--- src/rtl/core/ccfd_pkg.sv ---
// Shared types, codes and constants of the COBS checksum frame decoder.
package ccfd_pkg;

  localparam int MAX_FRAME_BYTES_DEF = 1024;
  localparam int CAP_W               = 11;
  localparam int CAP_RESET           = 1024;
  localparam int MIN_FRAME           = 4;
  localparam int BYTE_W              = 8;
  localparam int SUM_W               = 16;
  localparam int COUNT_W             = 10;
  localparam int STATUS_W            = 3;

  typedef enum logic [STATUS_W-1:0] {
    STATUS_OK    = 3'd0,
    STATUS_EMPTY = 3'd1,
    STATUS_SHORT = 3'd2,
    STATUS_LONG  = 3'd3,
    STATUS_CODE  = 3'd4,
    STATUS_SUM   = 3'd5
  } status_t;

  typedef enum logic {
    KIND_DATA   = 1'b0,
    KIND_STATUS = 1'b1
  } kind_t;

  typedef struct packed {
    kind_t               kind;
    logic [BYTE_W-1:0]   data_byte;
    status_t             status;
    logic [COUNT_W-1:0]  payload_count;
  } result_t;

endpackage

--- src/rtl/core/ccfd_in_reg.sv ---
// Input register stage for received bytes.
module ccfd_in_reg (
  input  logic                        clk,
  input  logic                        rst,
  input  logic                        byte_valid,
  output logic                        byte_stall,
  input  logic [ccfd_pkg::BYTE_W-1:0] in_byte,
  input  logic                        advance,
  output logic                        item_valid,
  output logic [ccfd_pkg::BYTE_W-1:0] item_byte
);

  assign byte_stall = item_valid && !advance;

  always_ff @(posedge clk) begin
    if (rst) begin
      item_valid <= 1'b0;
    end else if (!byte_stall) begin
      item_valid <= byte_valid;
    end
  end

  always_ff @(posedge clk) begin
    if (!byte_stall && byte_valid) begin
      item_byte <= in_byte;
    end
  end

endmodule

--- src/rtl/core/ccfd_frame_core.sv ---
// Frame state, COBS countdown, two-byte hold, checksum and end-of-frame checks.
module ccfd_frame_core #(
  parameter int MAX_FRAME_BYTES = ccfd_pkg::MAX_FRAME_BYTES_DEF
) (
  input  logic                        clk,
  input  logic                        rst,
  input  logic                        cfg_valid,
  input  logic [ccfd_pkg::CAP_W-1:0]  cfg_data,
  input  logic                        item_valid,
  input  logic [ccfd_pkg::BYTE_W-1:0] item_byte,
  input  logic                        advance,
  output logic                        res_produce,
  output ccfd_pkg::result_t           res
);

  localparam int LW  = $clog2(MAX_FRAME_BYTES + 3);
  localparam int MCW = $clog2(MAX_FRAME_BYTES + 1);
  localparam int CW  = (ccfd_pkg::CAP_W > MCW) ? ccfd_pkg::CAP_W : MCW;
  localparam int XW  = ((LW > CW) ? LW : CW) + 1;

  logic [ccfd_pkg::CAP_W-1:0]  decode_capacity;
  logic [ccfd_pkg::BYTE_W-1:0] zero_countdown, zero_countdown_next;
  logic [LW-1:0]               frame_length, frame_length_next;
  logic [ccfd_pkg::BYTE_W-1:0] hold_bytes [2];
  logic [ccfd_pkg::BYTE_W-1:0] hold0_next, hold1_next;
  logic [1:0]                  hold_fill, hold_fill_next;
  logic [ccfd_pkg::SUM_W-1:0]  running_sum, running_sum_next;

  logic                        consume;
  logic [CW-1:0]               cap;
  logic [XW-1:0]               len_x, cap_x;
  logic [ccfd_pkg::BYTE_W-1:0] cd_dec, dec;

  assign consume = item_valid && advance;

  always_comb begin
    if (CW'(decode_capacity) > CW'(MAX_FRAME_BYTES)) begin
      cap = CW'(MAX_FRAME_BYTES);
    end else begin
      cap = CW'(decode_capacity);
    end
    len_x = XW'(frame_length);
    cap_x = XW'(cap);
  end

  always_comb begin
    zero_countdown_next = zero_countdown;
    frame_length_next   = frame_length;
    hold0_next          = hold_bytes[0];
    hold1_next          = hold_bytes[1];
    hold_fill_next      = hold_fill;
    running_sum_next    = running_sum;
    res_produce         = 1'b0;
    res.kind            = ccfd_pkg::KIND_DATA;
    res.data_byte       = '0;
    res.status          = ccfd_pkg::STATUS_OK;
    res.payload_count   = '0;
    cd_dec              = zero_countdown - 8'd1;
    dec                 = item_byte;

    if (item_byte == '0) begin
      res_produce = 1'b1;
      res.kind    = ccfd_pkg::KIND_STATUS;
      priority if (frame_length == '0) begin
        res.status = ccfd_pkg::STATUS_EMPTY;
      end else if (frame_length < LW'(ccfd_pkg::MIN_FRAME)) begin
        res.status = ccfd_pkg::STATUS_SHORT;
      end else if ((len_x - XW'(1)) > cap_x) begin
        res.status = ccfd_pkg::STATUS_LONG;
      end else if (zero_countdown != 8'd1) begin
        res.status = ccfd_pkg::STATUS_CODE;
      end else if (running_sum != {hold_bytes[0], hold_bytes[1]}) begin
        res.status = ccfd_pkg::STATUS_SUM;
      end else begin
        res.status        = ccfd_pkg::STATUS_OK;
        res.payload_count = ccfd_pkg::COUNT_W'(frame_length - LW'(3));
      end
      zero_countdown_next = '0;
      frame_length_next   = '0;
      hold_fill_next      = '0;
      running_sum_next    = '0;
    end else begin
      if (frame_length != LW'(MAX_FRAME_BYTES + 2)) begin
        frame_length_next = frame_length + LW'(1);
      end
      if (frame_length == '0) begin
        zero_countdown_next = item_byte;
      end else begin
        if (cd_dec == '0) begin
          zero_countdown_next = item_byte;
          dec                 = '0;
        end else begin
          zero_countdown_next = cd_dec;
        end
        if (hold_fill == 2'd2) begin
          running_sum_next = running_sum + ccfd_pkg::SUM_W'(hold_bytes[0]);
          if (len_x <= cap_x) begin
            res_produce   = 1'b1;
            res.data_byte = hold_bytes[0];
          end
          hold0_next = hold_bytes[1];
          hold1_next = dec;
        end else begin
          if (hold_fill[0]) begin
            hold1_next = dec;
          end else begin
            hold0_next = dec;
          end
          hold_fill_next = hold_fill + 2'd1;
        end
      end
    end
  end

  always_ff @(posedge clk) begin
    if (rst) begin
      decode_capacity <= ccfd_pkg::CAP_W'(ccfd_pkg::CAP_RESET);
      zero_countdown  <= '0;
      frame_length    <= '0;
      hold_fill       <= '0;
      running_sum     <= '0;
    end else begin
      if (cfg_valid) begin
        decode_capacity <= cfg_data;
      end
      if (consume) begin
        zero_countdown <= zero_countdown_next;
        frame_length   <= frame_length_next;
        hold_fill      <= hold_fill_next;
        running_sum    <= running_sum_next;
      end
    end
  end

  always_ff @(posedge clk) begin
    if (consume) begin
      hold_bytes[0] <= hold0_next;
      hold_bytes[1] <= hold1_next;
    end
  end

  a_fill_bound: assert property (@(posedge clk) disable iff (rst) hold_fill <= 2'd2)
    else $error("hold fill above two");

  a_empty_hold: assert property (@(posedge clk) disable iff (rst)
    frame_length == '0 |-> hold_fill == '0)
    else $error("hold not empty at frame start");

  a_delim_clear: assert property (@(posedge clk) disable iff (rst)
    consume && item_byte == '0 |=> frame_length == '0 && running_sum == '0)
    else $error("frame state not cleared after delimiter");

  a_data_full: assert property (@(posedge clk) disable iff (rst)
    res_produce && res.kind == ccfd_pkg::KIND_DATA |-> hold_fill == 2'd2)
    else $error("data emitted from partial hold");

  a_len_bound: assert property (@(posedge clk) disable iff (rst)
    XW'(frame_length) <= XW'(MAX_FRAME_BYTES + 2))
    else $error("frame length above saturation");

endmodule

--- src/rtl/core/ccfd_out_reg.sv ---
// Result register with stall handling.
module ccfd_out_reg (
  input  logic              clk,
  input  logic              rst,
  input  logic              res_produce,
  input  ccfd_pkg::result_t res,
  output logic              advance,
  output logic              result_valid,
  input  logic              result_stall,
  output ccfd_pkg::result_t result
);

  assign advance = !result_valid || !result_stall;

  always_ff @(posedge clk) begin
    if (rst) begin
      result_valid <= 1'b0;
    end else if (advance) begin
      result_valid <= res_produce;
    end
  end

  always_ff @(posedge clk) begin
    if (advance && res_produce) begin
      result <= res;
    end
  end

endmodule

--- src/rtl/core/cobs_checksum_frame_decoder.sv ---
// Top level of the COBS checksum frame decoder.
// Accepts one received byte per cycle and returns results via the input and
// result registers: a decoded data byte once a newer byte pushes it out of the
// two-byte checksum hold, or one end-of-frame status when a zero delimiter
// arrives. Many bytes yield no result. The pace is one byte per cycle, set by
// the single result register; a stall on the result side holds the input
// register and stalls the byte side. The capacity register may be written at
// any time the decoder is idle; cfg_ready is always high with no clearing pass.
module cobs_checksum_frame_decoder #(
  parameter int MAX_FRAME_BYTES = ccfd_pkg::MAX_FRAME_BYTES_DEF
) (
  input  logic                          clk,
  input  logic                          rst,
  input  logic                          cfg_valid,
  output logic                          cfg_ready,
  input  logic [ccfd_pkg::CAP_W-1:0]    cfg_data,
  input  logic                          byte_valid,
  output logic                          byte_stall,
  input  logic [ccfd_pkg::BYTE_W-1:0]   in_byte,
  output logic                          result_valid,
  input  logic                          result_stall,
  output logic                          kind,
  output logic [ccfd_pkg::BYTE_W-1:0]   data_byte,
  output logic [ccfd_pkg::STATUS_W-1:0] status,
  output logic [ccfd_pkg::COUNT_W-1:0]  payload_count
);

  logic                        advance;
  logic                        item_valid;
  logic [ccfd_pkg::BYTE_W-1:0] item_byte;
  logic                        res_produce;
  ccfd_pkg::result_t           res;
  ccfd_pkg::result_t           result;

  assign cfg_ready = 1'b1;

  ccfd_in_reg u_in_reg (
    .clk        (clk),
    .rst        (rst),
    .byte_valid (byte_valid),
    .byte_stall (byte_stall),
    .in_byte    (in_byte),
    .advance    (advance),
    .item_valid (item_valid),
    .item_byte  (item_byte)
  );

  ccfd_frame_core #(
    .MAX_FRAME_BYTES (MAX_FRAME_BYTES)
  ) u_frame_core (
    .clk         (clk),
    .rst         (rst),
    .cfg_valid   (cfg_valid && cfg_ready),
    .cfg_data    (cfg_data),
    .item_valid  (item_valid),
    .item_byte   (item_byte),
    .advance     (advance),
    .res_produce (res_produce),
    .res         (res)
  );

  ccfd_out_reg u_out_reg (
    .clk          (clk),
    .rst          (rst),
    .res_produce  (item_valid && res_produce),
    .res          (res),
    .advance      (advance),
    .result_valid (result_valid),
    .result_stall (result_stall),
    .result       (result)
  );

  assign kind          = result.kind;
  assign data_byte     = result.data_byte;
  assign status        = result.status;
  assign payload_count = result.payload_count;

endmodule
--- config.mk ---
export PLATFORM = sky130hd
export DESIGN_NAME = cobs_checksum_frame_decoder
export DESIGN_NICKNAME = d
export VERILOG_FILES = /design/src/rtl/core/ccfd_pkg.sv /design/src/rtl/core/ccfd_in_reg.sv /design/src/rtl/core/ccfd_frame_core.sv /design/src/rtl/core/ccfd_out_reg.sv /design/src/rtl/core/cobs_checksum_frame_decoder.sv
export SDC_FILE = /design/constraint.sdc
export NUM_CORES = 1
export LEC_CHECK = 0
export BUFFER_PORTS_ARGS = -buffer_cell sky130_fd_sc_hd__buf_4
export CORE_ASPECT_RATIO = 0.8
export CORE_UTILIZATION = 60
export CTS_BUF_LIST = sky130_fd_sc_hd__clkbuf_16
export DETAILED_ROUTE_END_ITERATION = 8
export PLACE_DENSITY = 0.9
export SLEW_MARGIN = 5
export SYNTH_ARGS = -nofsm -noshare
export SYNTH_HDL_FRONTEND = slang
export SYNTH_HIERARCHICAL = 1
export SYNTH_SLANG_ARGS = --single-unit
--- constraint.sdc ---
create_clock -name clk -period 4 [get_ports clk]
set_input_delay 1 -clock clk [delete_from_list [all_inputs] [get_ports clk]]
set_output_delay 1 -clock clk [all_outputs]
set_load 0.02 [all_outputs]
==> summary.txt <==
Routing
  • DR vias: 4670
  • Vias/cell: 6.380
  • Residual DRC: 0
  • Wire per inst: 18.51 µm
  • ANT nets after route: 0
  • Routed wire length: 13.55 mm
  • DR iter-0 viols: 378
  • TritonRoute pass-1 iters: 5

Global routing
  • Total Routing Usage GR: 28.97%
  • Vias in the first global route: 4291
  • Initial antenna violation count: 0
  • First-pass GRT wire length: 21.27 mm
  • Grt total ovfl: 0
  • Largest net degree at the start of global routing: 28

Synthesis
  • Syn Inst Count: 574
  • Seq/Total Area, Yosys: 42.31%
  • Synth warn: 6
  • EDFF count, synth: 46
  • Post-Syn Area per Cell: 9.809 µm²
  • Yosys reg bits: 96
  • Top FF cell, synth: dfxtp_1
  • Count of different cell masters after synthesis: 69
  • Syn Nets: 637
  • Synth Cell Area: 0.005630 mm²
  • Share of flip-flops with an asynchronous set or reset: 0%

CTS
  • Clock Pin Slew Worst Setup and Hold Paths: 0.07 ns
  • Clk sink count: 96
  • CTS Hold Bufs: 0
  • CTS Buf Count: 9
  • CTS tree: built
  • H-tree Lvls: 3
  • Clk_lat worst skew: 0.35 ns
  • Cts repair resizes: 0
  • Post-CTS Setup Bufs: 0
  • Root Driver: clkbuf_16
  • Deepest clock path buffer count: 2

Final layout
  • Leading cell type in the layout, fill and taps excluded: buf_4
  • # fillers: 640
  • Multi-input combinational cell area: 0.003040 mm²
  • Diode count: 0
  • Fin nets: 675
  • Share of cells above drive strength 1: 15.88%
  • Final Core Density: 70.25%
  • Most frequent cells in the layout: buf_4, dfxtp_1, nor2_1
  • Register Area: 0.002382 mm²
  • Area delta synth->final: 13.24%

Critical path
  • CP max FO: 15
  • CP cell instances: nor3_1, nand3_1, or3_1, xnor2_1, ha_1, nand3_1, nor3_1, a31oi_1, buf_4, nor4_1
  • CP arrival: 3.58 ns
  • Slowest CP cell: nor3_1
  • Worst path max stage delay: 0.59 ns
  • CP Capture Type: register
  • Startpoint types: register
  • Critical R2R Launch: u_frame_core/frame_length[2]
  • Req. time, crit path: 4.12 ns
  • Crit. Startpoint: u_frame_core/frame_length[2]
  • Critical path class: register to register

Power and ir drop
  • Total Power: 2228 µW
  • Peak VDD IR: 0.3508 mV
  • P per Cell Area: 349.5 mW/mm²
  • LEAKAGE: 0.002509 µW

Placed design
  • HPWL Detailed: 9.869 mm
  • IO buf count: 47
  • GP Congestion: 0.9323

STA
  • Final setup fails: 0
  • Slew @ Worst Pin: 0.8701 ns
  • RSZ-0062 raised after global routing: no
  • Relative slew slack: 41.87%
  • Crit path time final: 3.470 ns
  • TNS Setup: 0 ns
  • Tcrit/Tclk final: 86.75%
  • Hold Fails Final Rpt: 0
  • Final Skew: 0.01137 ns
  • Hold_ws: 0.4947 ns
  • Max Transition Viols Final: 0
  • Fmax achieved: 288.2 MHz

Floorplanning
  • Die Y: 88.65 µm
  • Die area: 0.009778 mm²
  • Ports: 49
  • Core footprint: 0.009076 mm²
  • Core Rows: 31
  • Die Width: 110.3 µm
  • Initial Util: 62.03%

Worst hold path
  • Hold Path Class: register to register
  • Hold path startpoint: u_frame_core/running_sum[4]

Run
  • Max-cap violations: 0

Outcome
  • Result of the run: completed
==> cells by family after synthesis <==
family	Yosys count	share of synthesized area [%]
fa+ha+maj	39	8.800
xor+xnor	49	7.622
other cells	1	0.06660
buf+inv	50	3.689
simple gates	217	20.36
mux	23	4.800
flops	96	42.31
compound gates	99	12.36
==> critical path: cells and delay by family, from the launching register on <==
kind / cells / cell delay [ns]
xor gates and xnor gates: 1 / 0.14
and+or+nand+nor: 6 / 1.98
DFF: 1 / 0.46
AOI/OAI and AO/OA: 1 / 0.11
adders and majority gates: 1 / 0.31
buffers and inverters: 1 / 0.21
==> report_power, final <==
part / internal, µW / switching [µW]
logic: 109 / 143
clock network: 524 / 379
registers: 1050 / 23.9
total: 1680 / 545
==> synthesized netlist by cell type (11+ instances only) <==
master,count,share of area (%)
mux2i_1,15,2.7
nor4_1,15,1.7
nor3_1,25,2.2
xnor2_1,36,5.6
ha_1,38,8.4
inv_1,20,1.3
xor2_1,13,2.0
a21oi_1,25,2.2
edfxtp_1,46,25
nand4_1,14,1.6
clkbuf_1,17,1.1
dfxtp_1,50,18
nand3_1,11,0.98
nor2_1,48,3.2
nand2_1,46,3.1
==> layout make-up <==
class / instances / share of cell area (%)
clock inverter: 6 / 1.001
sequential: 96 / 37.36
tap: 115 / 2.257
timing repair buffer: 55 / 6.476
inverter: 22 / 1.295
clock buffer: 10 / 3.925
multi-input combinational: 428 / 47.68
==> registers in the layout, indices dropped and copies added (netlist names) <==
name	flops
u_frame_core/decode_capacity	11
u_frame_core/frame_length	11
u_frame_core/hold_bytes	16
u_frame_core/hold_fill	2
u_frame_core/running_sum	16
u_frame_core/zero_countdown	8
u_in_reg/item_byte	8
u_in_reg/item_valid	1
u_out_reg/result	22
u_out_reg/result_valid	1
==> routing by layer <==
metal  vias to the layer above  global-route usage, %  part of all wire (%)
li1                       2159                      -                     -
met1                      2205                  38.20                    41
met2                       272                  46.30                    46
met3                        34                  6.333                    11
met4                         0                  12.08                   2.5
met5                         -                      0                     0
==> metrics by stage <==
step / area, µm² / setup slack (ns) / cells
6_report: 6376 / 0.5301 / 732
5_1_grt: 6376 / 0.3729 / 732
4_1_cts: 6376 / 0.6475 / 732
3_5_place_dp: 6062 / 0.7128 / 716
3_3_place_gp: 6062 / 0.9554 / 716
2_1_floorplan: 5630 / 0.8931 / 574
==> path summary, 6_finish.rpt <==
kind                                  to  slack, ns  depth (start not counted)
min          u_frame_core/running_sum[4]       0.49                          2
max                  u_out_reg/result[0]       0.53                         10
min reg2reg  u_frame_core/running_sum[4]       0.49                          2
max reg2reg          u_out_reg/result[0]       0.53                         10
(Power assumes the default switching activity.)
